### src/rtl/md5_pkg.sv
// Constants, tables and round functions shared by the MD5 digest block.
package md5_pkg;

	localparam int unsigned BLOCK_WORDS = 16;
	localparam int unsigned WORD_AW     = $clog2(BLOCK_WORDS);

	typedef logic [31:0] word_t;
	typedef logic [WORD_AW-1:0] waddr_t;

	localparam word_t IV_A = 32'h67452301;
	localparam word_t IV_B = 32'hefcdab89;
	localparam word_t IV_C = 32'h98badcfe;
	localparam word_t IV_D = 32'h10325476;

	localparam logic [7:0] PAD_MARK  = 8'h80;
	localparam logic [5:0] PAD_START = 6'd56;
	localparam logic [5:0] LAST_POS  = 6'd63;
	localparam logic [5:0] LAST_RND  = 6'd63;

	localparam word_t K_TABLE [64] = '{
		32'hd76aa478, 32'he8c7b756, 32'h242070db, 32'hc1bdceee,
		32'hf57c0faf, 32'h4787c62a, 32'ha8304613, 32'hfd469501,
		32'h698098d8, 32'h8b44f7af, 32'hffff5bb1, 32'h895cd7be,
		32'h6b901122, 32'hfd987193, 32'ha679438e, 32'h49b40821,
		32'hf61e2562, 32'hc040b340, 32'h265e5a51, 32'he9b6c7aa,
		32'hd62f105d, 32'h02441453, 32'hd8a1e681, 32'he7d3fbc8,
		32'h21e1cde6, 32'hc33707d6, 32'hf4d50d87, 32'h455a14ed,
		32'ha9e3e905, 32'hfcefa3f8, 32'h676f02d9, 32'h8d2a4c8a,
		32'hfffa3942, 32'h8771f681, 32'h6d9d6122, 32'hfde5380c,
		32'ha4beea44, 32'h4bdecfa9, 32'hf6bb4b60, 32'hbebfbc70,
		32'h289b7ec6, 32'heaa127fa, 32'hd4ef3085, 32'h04881d05,
		32'hd9d4d039, 32'he6db99e5, 32'h1fa27cf8, 32'hc4ac5665,
		32'hf4292244, 32'h432aff97, 32'hab9423a7, 32'hfc93a039,
		32'h655b59c3, 32'h8f0ccc92, 32'hffeff47d, 32'h85845dd1,
		32'h6fa87e4f, 32'hfe2ce6e0, 32'ha3014314, 32'h4e0811a1,
		32'hf7537e82, 32'hbd3af235, 32'h2ad7d2bb, 32'heb86d391
	};

	localparam logic [4:0] ROT_TABLE [16] = '{
		5'd7, 5'd12, 5'd17, 5'd22, 5'd5, 5'd9, 5'd14, 5'd20,
		5'd4, 5'd11, 5'd16, 5'd23, 5'd6, 5'd10, 5'd15, 5'd21
	};

	// message word used by round i
	function automatic waddr_t msg_index(input logic [5:0] i);
		logic [3:0] j;
		j = i[3:0];
		case (i[5:4])
			2'd0: return j;
			2'd1: return j + {j[1:0], 2'b00} + 4'd1;
			2'd2: return j + {j[2:0], 1'b0} + 4'd5;
			default: return {j[0], 3'b000} - j;
		endcase
	endfunction

	function automatic word_t round_f(input logic [1:0] stage, input word_t b,
			input word_t c, input word_t d);
		case (stage)
			2'd0: return (b & c) | (~b & d);
			2'd1: return (b & d) | (c & ~d);
			2'd2: return b ^ c ^ d;
			default: return c ^ (b | ~d);
		endcase
	endfunction

	function automatic word_t rotl(input word_t v, input logic [4:0] s);
		logic [63:0] t;
		t = {v, v} << s;
		return t[63:32];
	endfunction

endpackage

### src/rtl/md5_if.sv
// Valid/ready channels for message bytes and digest words.
interface md5_msg_if;
	logic       valid;
	logic       ready;
	logic [7:0] data_byte;
	logic       byte_valid;
	logic       end_of_message;

	modport source (output valid, data_byte, byte_valid, end_of_message, input ready);
	modport sink   (input valid, data_byte, byte_valid, end_of_message, output ready);
endinterface

interface md5_digest_if;
	logic        valid;
	logic        ready;
	logic [31:0] digest_word;
	logic [1:0]  word_number;
	logic        last_word;

	modport source (output valid, digest_word, word_number, last_word, input ready);
	modport sink   (input valid, digest_word, word_number, last_word, output ready);
endinterface

### src/rtl/md5_ram.sv
// Generic RAM, one write port and one registered read port.
module md5_ram #(
	parameter int unsigned WIDTH = 32,
	parameter int unsigned DEPTH = 16
) (
	input  logic                     clk,
	input  logic                     we,
	input  logic [$clog2(DEPTH)-1:0] waddr,
	input  logic [WIDTH-1:0]         wdata,
	input  logic [$clog2(DEPTH)-1:0] raddr,
	output logic [WIDTH-1:0]         rdata
);

	logic [WIDTH-1:0] mem [DEPTH];

	always_ff @(posedge clk) begin
		if (we) begin
			mem[waddr] <= wdata;
		end
		rdata <= mem[raddr];
	end

endmodule

### src/rtl/md5_message_digest.sv
// MD5 digest engine: byte input channel, digest word output channel.
//
// msg carries one request per message byte (byte_valid) and marks the final
// request with end_of_message; an end request with byte_valid low is legal
// and gives the digest of whatever came before, including the empty message.
// While a block is filling, one byte is taken every cycle. Each 64th byte
// starts a compression that holds msg.ready low: a prep step loads the
// working words and issues the first block-RAM read, 64 rounds run at one
// per cycle (each round's message word is read from the 16 x 32 block RAM
// in the cycle before that round), and a final step folds the result into
// the chain. After end of message, padding is written at one byte per cycle,
// each block it fills followed by a compression, in one block or in two
// when the length spills into a second block. The four digest words then
// appear on digest, word 0 (A) first, last_word high on word 3; each waits
// until digest.ready takes it, and no new message byte is taken meanwhile.
// Once word 3 is taken the chain, bit count and fill position return to
// their initial values. arst_n resets the control state and chain words at
// once; block RAM contents are never used before they are rewritten.
module md5_message_digest (
	input  logic                clk,
	input  logic                arst_n,
	md5_msg_if.sink             msg,
	md5_digest_if.source        digest
);

	typedef enum logic [2:0] {
		S_IDLE,
		S_PAD,
		S_PREP,
		S_COMP,
		S_FIN,
		S_OUT
	} state_t;

	state_t                state_q;
	md5_pkg::word_t        chain_q [4];
	logic [63:0]           bit_total_q;
	logic [5:0]            fill_q;
	logic [5:0]            rnd_q;
	logic [1:0]            word_cnt_q;
	logic                  pad_q;
	logic                  sent80_q;
	logic                  len_phase_q;
	logic                  last_blk_q;
	logic [31:0]           word_q;
	md5_pkg::word_t        a_q, b_q, c_q, d_q;

	logic                  take;
	logic                  put_en;
	logic [7:0]            put_data;
	logic [7:0]            pad_byte;
	logic                  len_phase;
	logic                  wrap;
	logic                  ram_we;
	md5_pkg::waddr_t       ram_waddr;
	md5_pkg::word_t        ram_wdata;
	md5_pkg::waddr_t       ram_raddr;
	md5_pkg::word_t        ram_rdata;
	md5_pkg::word_t        rnd_sum;
	md5_pkg::word_t        b_next;

	assign msg.ready = (state_q == S_IDLE);
	assign take      = msg.valid && msg.ready;

	assign len_phase = sent80_q && ((fill_q == md5_pkg::PAD_START) || len_phase_q);
	assign pad_byte  = !sent80_q ? md5_pkg::PAD_MARK :
		len_phase ? bit_total_q[{fill_q[2:0], 3'b000} +: 8] : 8'h00;
	assign put_en    = (take && msg.byte_valid) || (state_q == S_PAD);
	assign put_data  = (state_q == S_PAD) ? pad_byte : msg.data_byte;
	assign wrap      = put_en && (fill_q == md5_pkg::LAST_POS);

	assign ram_we    = put_en && (fill_q[1:0] == 2'd3);
	assign ram_waddr = fill_q[5:2];
	assign ram_wdata = {put_data, word_q[23:0]};
	assign ram_raddr = (state_q == S_COMP) ? md5_pkg::msg_index(rnd_q + 6'd1)
		: md5_pkg::msg_index(6'd0);

	md5_ram #(
		.WIDTH (32),
		.DEPTH (md5_pkg::BLOCK_WORDS)
	) u_block_ram (
		.clk   (clk),
		.we    (ram_we),
		.waddr (ram_waddr),
		.wdata (ram_wdata),
		.raddr (ram_raddr),
		.rdata (ram_rdata)
	);

	assign rnd_sum = a_q + md5_pkg::round_f(rnd_q[5:4], b_q, c_q, d_q)
		+ md5_pkg::K_TABLE[rnd_q] + ram_rdata;
	assign b_next  = b_q + md5_pkg::rotl(rnd_sum,
		md5_pkg::ROT_TABLE[{rnd_q[5:4], rnd_q[1:0]}]);

	assign digest.valid       = (state_q == S_OUT);
	assign digest.digest_word = chain_q[word_cnt_q];
	assign digest.word_number = word_cnt_q;
	assign digest.last_word   = (word_cnt_q == 2'd3);

	// partial word and working words
	always_ff @(posedge clk) begin
		if (put_en) begin
			word_q[{fill_q[1:0], 3'b000} +: 8] <= put_data;
		end
		if (state_q == S_PREP) begin
			a_q <= chain_q[0];
			b_q <= chain_q[1];
			c_q <= chain_q[2];
			d_q <= chain_q[3];
		end else if (state_q == S_COMP) begin
			a_q <= d_q;
			b_q <= b_next;
			c_q <= b_q;
			d_q <= c_q;
		end
	end

	always_ff @(posedge clk or negedge arst_n) begin
		if (!arst_n) begin
			state_q     <= S_IDLE;
			chain_q[0]  <= md5_pkg::IV_A;
			chain_q[1]  <= md5_pkg::IV_B;
			chain_q[2]  <= md5_pkg::IV_C;
			chain_q[3]  <= md5_pkg::IV_D;
			bit_total_q <= '0;
			fill_q      <= '0;
			rnd_q       <= '0;
			word_cnt_q  <= '0;
			pad_q       <= 1'b0;
			sent80_q    <= 1'b0;
			len_phase_q <= 1'b0;
			last_blk_q  <= 1'b0;
		end else begin
			if (put_en) begin
				fill_q <= fill_q + 6'd1;
			end
			case (state_q)
				S_IDLE: begin
					if (take) begin
						if (msg.byte_valid) begin
							bit_total_q <= bit_total_q + 64'd8;
						end
						if (msg.end_of_message) begin
							pad_q       <= 1'b1;
							sent80_q    <= 1'b0;
							len_phase_q <= 1'b0;
							last_blk_q  <= 1'b0;
						end
						if (wrap) begin
							state_q <= S_PREP;
						end else if (msg.end_of_message) begin
							state_q <= S_PAD;
						end
					end
				end
				S_PAD: begin
					sent80_q    <= 1'b1;
					len_phase_q <= len_phase;
					if (wrap) begin
						last_blk_q <= len_phase;
						state_q    <= S_PREP;
					end
				end
				S_PREP: begin
					rnd_q   <= '0;
					state_q <= S_COMP;
				end
				S_COMP: begin
					rnd_q <= rnd_q + 6'd1;
					if (rnd_q == md5_pkg::LAST_RND) begin
						state_q <= S_FIN;
					end
				end
				S_FIN: begin
					chain_q[0] <= chain_q[0] + a_q;
					chain_q[1] <= chain_q[1] + b_q;
					chain_q[2] <= chain_q[2] + c_q;
					chain_q[3] <= chain_q[3] + d_q;
					word_cnt_q <= '0;
					if (last_blk_q) begin
						state_q <= S_OUT;
					end else if (pad_q) begin
						state_q <= S_PAD;
					end else begin
						state_q <= S_IDLE;
					end
				end
				S_OUT: begin
					if (digest.ready) begin
						word_cnt_q <= word_cnt_q + 2'd1;
						if (word_cnt_q == 2'd3) begin
							chain_q[0]  <= md5_pkg::IV_A;
							chain_q[1]  <= md5_pkg::IV_B;
							chain_q[2]  <= md5_pkg::IV_C;
							chain_q[3]  <= md5_pkg::IV_D;
							bit_total_q <= '0;
							fill_q      <= '0;
							pad_q       <= 1'b0;
							sent80_q    <= 1'b0;
							len_phase_q <= 1'b0;
							last_blk_q  <= 1'b0;
							state_q     <= S_IDLE;
						end
					end
				end
				default: begin
					state_q <= S_IDLE;
				end
			endcase
		end
	end

`ifndef NO_ASSERTIONS
	a_no_overlap: assert property (@(posedge clk) disable iff (!arst_n)
		msg.ready |-> !digest.valid)
		else $error("byte request taken while digest is pending");

	a_no_write_in_rounds: assert property (@(posedge clk) disable iff (!arst_n)
		(state_q == S_COMP) |-> !ram_we)
		else $error("block RAM written during compression");

	a_word_order: assert property (@(posedge clk) disable iff (!arst_n)
		(digest.valid && digest.ready && !digest.last_word) |=>
		(digest.valid && (digest.word_number == $past(digest.word_number) + 2'd1)))
		else $error("digest words out of order");

	a_restart: assert property (@(posedge clk) disable iff (!arst_n)
		(digest.valid && digest.ready && digest.last_word) |=>
		((fill_q == 6'd0) && (bit_total_q == 64'd0) && msg.ready))
		else $error("state not restored after digest");

	a_rounds_end: assert property (@(posedge clk) disable iff (!arst_n)
		((state_q == S_COMP) && (rnd_q == md5_pkg::LAST_RND)) |=> (state_q == S_FIN))
		else $error("compression did not finish after last round");
`endif

endmodule
### src/flat_wrapper.sv
// flat-port wrapper written by rule: the top's interface ports become plain ports
module md5_message_digest_flat 
  (clk, arst_n, msg_valid, msg_data_byte, msg_byte_valid, msg_end_of_message, msg_ready, digest_valid, digest_digest_word, digest_word_number, digest_last_word, digest_ready);
  md5_msg_if msg_i ();
  md5_digest_if digest_i ();
  input  logic clk;
  input  logic arst_n;
  input wire logic [$bits(msg_i.valid)-1:0] msg_valid;
  input wire logic [$bits(msg_i.data_byte)-1:0] msg_data_byte;
  input wire logic [$bits(msg_i.byte_valid)-1:0] msg_byte_valid;
  input wire logic [$bits(msg_i.end_of_message)-1:0] msg_end_of_message;
  output wire logic [$bits(msg_i.ready)-1:0] msg_ready;
  output wire logic [$bits(digest_i.valid)-1:0] digest_valid;
  output wire logic [$bits(digest_i.digest_word)-1:0] digest_digest_word;
  output wire logic [$bits(digest_i.word_number)-1:0] digest_word_number;
  output wire logic [$bits(digest_i.last_word)-1:0] digest_last_word;
  input wire logic [$bits(digest_i.ready)-1:0] digest_ready;
  assign msg_i.valid = msg_valid;
  assign msg_i.data_byte = msg_data_byte;
  assign msg_i.byte_valid = msg_byte_valid;
  assign msg_i.end_of_message = msg_end_of_message;
  assign msg_ready = msg_i.ready;
  assign digest_valid = digest_i.valid;
  assign digest_digest_word = digest_i.digest_word;
  assign digest_word_number = digest_i.word_number;
  assign digest_last_word = digest_i.last_word;
  assign digest_i.ready = digest_ready;
  md5_message_digest u_core (.clk(clk), .arst_n(arst_n), .msg(msg_i), .digest(digest_i));
endmodule
### config.mk
export PLATFORM = sky130hd
export DESIGN_NAME = md5_message_digest_flat
export DESIGN_NICKNAME = d
export VERILOG_FILES = /design/src/rtl/md5_pkg.sv /design/src/rtl/md5_if.sv /design/src/rtl/md5_ram.sv /design/src/rtl/md5_message_digest.sv /design/src/flat_wrapper.sv
export SDC_FILE = /design/constraint.sdc
export NUM_CORES = 2
export LEC_CHECK = 0
export BUFFER_PORTS_ARGS = -buffer_cell sky130_fd_sc_hd__buf_2
export CAP_MARGIN = 5
export CORE_MARGIN = 5
export CORE_UTILIZATION = 35
export DETAILED_ROUTE_END_ITERATION = 6
export PLACE_DENSITY = 0.52
export RECOVER_POWER = 50
export SETUP_SLACK_MARGIN = 0.2
export SYNTH_ARGS = -nofsm -noshare
export SYNTH_HDL_FRONTEND = slang
export SYNTH_HIERARCHICAL = 1
export SYNTH_SLANG_ARGS = --single-unit
### constraint.sdc
create_clock -name clk -period 9.8 [get_ports clk]
set_input_delay 0 -clock clk [delete_from_list [all_inputs] [get_ports clk]]
set_output_delay 0 -clock clk [all_outputs]
set_load 0.02 [all_outputs]
==> metrics.yaml <==
status:
  status: "complete, but fails checks"
  failed_checks: "max-capacitance violations, max-slew violations"
detailed_routing:
  drt-total-wl_mm: 182.0
  wl_per_cell_um: 24.97
  ant_nets: 0
  first_pass_iters: 6
  detail_route.iter0.violations: 3442
  vias: 41240
  viasPerCell: 5.657
  route.detailed.drc: 0
setup_path:
  worst-path-buf-inv: 6
  worstSetupStartpointType: "flop"
  critPathMaxFanout: 15
  cpMostUsedCell: "buf_4"
  crit_required_ps: 10290
  arrival_ps: 9720
  critPathKind: "flop to flop"
  endpoint_kind: "flop"
  crit_slowest_cell: "dfrtp_4"
  max_stage_delay_ps: 620
  path_delay_family: "compound AO/OA/AOI/OAI gates"
grt:
  grt_max_degree: 129
  gr-usage-all-layers: 0.2176
  grt_pass1_wl_mm: 269.0
  grt_overflow: 0
  antenna_found_initial: 3
  grt_pass1_vias: 40280
logic_synthesis:
  synth_top_area_share: 0.3668
  synth_area_per_cell_um2: 10.73
  synth_edf_count: 664
  async_flop_share: 0.2318
  syn_inst: 5064
  ys_warn_count: 6
  ys_seq_area_frac: 0.4767
  synth.largest_area_cell: "edfxtp_1"
  synth-seq-cells: 906
  ys_types: 98
  syn-num-nets: 5365
  syn_area_um2: 54360
  yosys_most_used_dff: "edfxtp_1"
  synthTopCellsByArea: "edfxtp_1 37%, mux4_2 7.5%, dfrtp_1 6.7%"
job:
  drv_cap: 16
pwr:
  ir_drop_mv: 0.1935
  power_mw: 8.002
  p_leak_nw: 22.37
  p_per_area_nw_per_um2: 130.2
cts:
  clockBufferDepth: 3
  cts_root_buf: "clkbuf_16"
  insertion_delay_ps: 780
  h-tree-depth: 3
  cts_sinks: 906
  clk_pin_slew_ps: 70
  numCtsBuffers: 100
  cts_tree: "done"
finish:
  areaGrowthSynthToFinish_pct: 13.01
  fin_util: 0.3983
  layout.cells.non_filler: 7290
  fillers: 15060
  drive_gt1_frac: 0.1434
  multiInputGateArea_um2: 26850
  layout.area.seq_um2: 25930
  finalNetCount: 5459
floorplanning:
  dieArea_um2: 163300
  die_w_um: 404.1
  ios: 51
  start_util: 0.3525
  die_h_um: 404.1
  core_um2: 154200
  fp-row-count: 144
sta:
  worst_slack_ps: 569.8
  setup_viol: 0
  setup_tns_ps: 0
  skew_ps: 87.10
  slew_headroom: -1.935
  maxSlewViolCount: 778
  worst_pin_slew_ps: 4402
  grt_setup_unrepaired: "false"
  finalCritPeriodShare: 0.9419
  hold_viol: 0
  fmax_ghz: 0.1083
  min_period_ps: 9230
placement:
  gp_congestion: 0.9314
  placedCellCount: 7082
  pre_cts_slack_ps: 161.8
  io_buffers: 50
  hpwl_mm: 126.1
min_path:
  holdCritPathClass: "input port to flop"
-- worst reg2reg max path: cells and delay by family (launching register included) --
family,cells,cell delay (ps)
fa+ha+maj,4,1600
compound gates,18,3580
simple gates,7,2390
flops,1,620
buf+inv,6,830
-- per-layer routing --
layer	part of all wire	up-vias	routed length (um)	GRT usage
met1	0.42	20700	76250	0.2835
li1	-	19030	-	-
met2	0.49	1216	89620	0.3752
met4	0.038	0	6873	0.07660
met3	0.051	296	9260	0.02686
met5	0	-	0	0
-- cell usage in the layout, fill, tap and decap left out, types with 123 or more instances in the layout --
cell,instances
xor2_1,123
nand2_1,682
inv_1,217
edfxtp_1,664
ha_1,216
mux4_2,182
o21ai_0,297
nor2_1,368
dfrtp_1,140
buf_4,164
a21oi_1,350
nand3_1,124
-- timing repair --
item | in CTS | in global routing
endpoints found under the hold margin | 135 | 0
buffers inserted | 1 | 2
resized for setup | 1 | 26
endpoints found under the setup margin | 1 | 7
hold buffers | 15 | 0
pin swaps | 0 | 3
-- where the power goes --
group	total (mW)	internal [mW]	switching, mW
clock network	3.87	2.20	1.67
registers	4.08	4.08	0.000247
logic	0.0454	0.00777	0.0377
-- worst paths after layout --
kind,slack (ps),to,from,depth (start not counted)
min in group asynchronous,1890,u_core/chain_q[63],arst_n,2
worst max register to register,570,u_core/b_q[31],u_core/rnd_q[5],35
max in group asynchronous,3600,u_core/digest.word_number[0],arst_n,3
worst min-delay path,100,u_core/digest.word_number[1],digest_ready,4
worst max-delay path,570,u_core/b_q[31],u_core/rnd_q[5],35
worst min register to register,500,u_core/len_phase_q,u_core/len_phase_q,1
-- synth_stat cells, types with 15 or more instances --
cell      instances
a211o_1          16
a211oi_1         46
a21o_1           79
a21oi_1         354
a221oi_1         18
a22oi_1          81
a31oi_1          48
and2_1           23
and3_1           40
buf_1            40
clkbuf_1        204
dfrtp_1         146
dfstp_2          64
dfxtp_1          32
edfxtp_1        664
fa_1             68
ha_1            219
inv_1           219
mux2_2           23
mux2i_1          42
mux4_2          182
nand2_1         683
nand2b_1         34
nand3_1         124
nand4_1          22
nor2_1          384
nor2b_1          25
nor3_1           79
nor4_1           17
o211ai_1         91
o21a_1           38
o21ai_0         301
o21bai_1         29
o221ai_1         15
o22ai_1          22
o31ai_1          18
or2_2            37
or3_1            45
xnor2_1         123
xor2_1          123
-- state kept, by name, indices dropped and copies added (netlist names) --
register and flops:
u_core/fill_q 6, u_core/word_q 24, u_core/digest.word_number 2, u_core/pad_q 1, u_core/d_q 32, u_core/chain_q 128
u_core/a_q 32, u_core/len_phase_q 1, u_core/c_q 32, u_core/state_q 3, u_core/last_blk_q 1, u_core/u_block_ram/rdata 32
u_core/u_block_ram/mem 512, u_core/rnd_q 6, u_core/sent80_q 1, u_core/bit_total_q 61, u_core/b_q 32
-- final cells by class --
| class | instances | area share |
|---|---|---|
| clock inverter | 61 | 0.01134 |
| timing repair buffer | 259 | 0.02996 |
| clock buffer | 128 | 0.04424 |
| multi-input combinational | 3669 | 0.4371 |
| tap | 2044 | 0.04163 |
| inverter | 222 | 0.01365 |
| antenna | 1 | 0.00004073 |
| sequential | 906 | 0.4221 |
-- stage by stage --
step	hold WS (ps)	instance area (um^2)
2_1_floorplan	-295.6	54360
3_3_place_gp	117.7	57880
3_5_place_dp	118.9	57880
4_1_cts	36.26	61500
5_1_grt	98.53	61430
6_report	98.67	61440
-- kinds of logic (layout without fill, tap and decap cells) --
family                     Yosys count  count (layout)  share of synthesized area
other                                0               1                          0
and+or+nand+nor                   1570            1570                     0.1289
muxes                              247             247                    0.08790
buffers and inverters              489             670                    0.03471
DFF                                906             906                     0.4767
AOI/OAI and AO/OA                 1318            1318                     0.1564
xor gates and xnor gates           247             247                    0.03993
adders and majority gates          287             287                    0.07545
(Power assumes the default switching activity.)
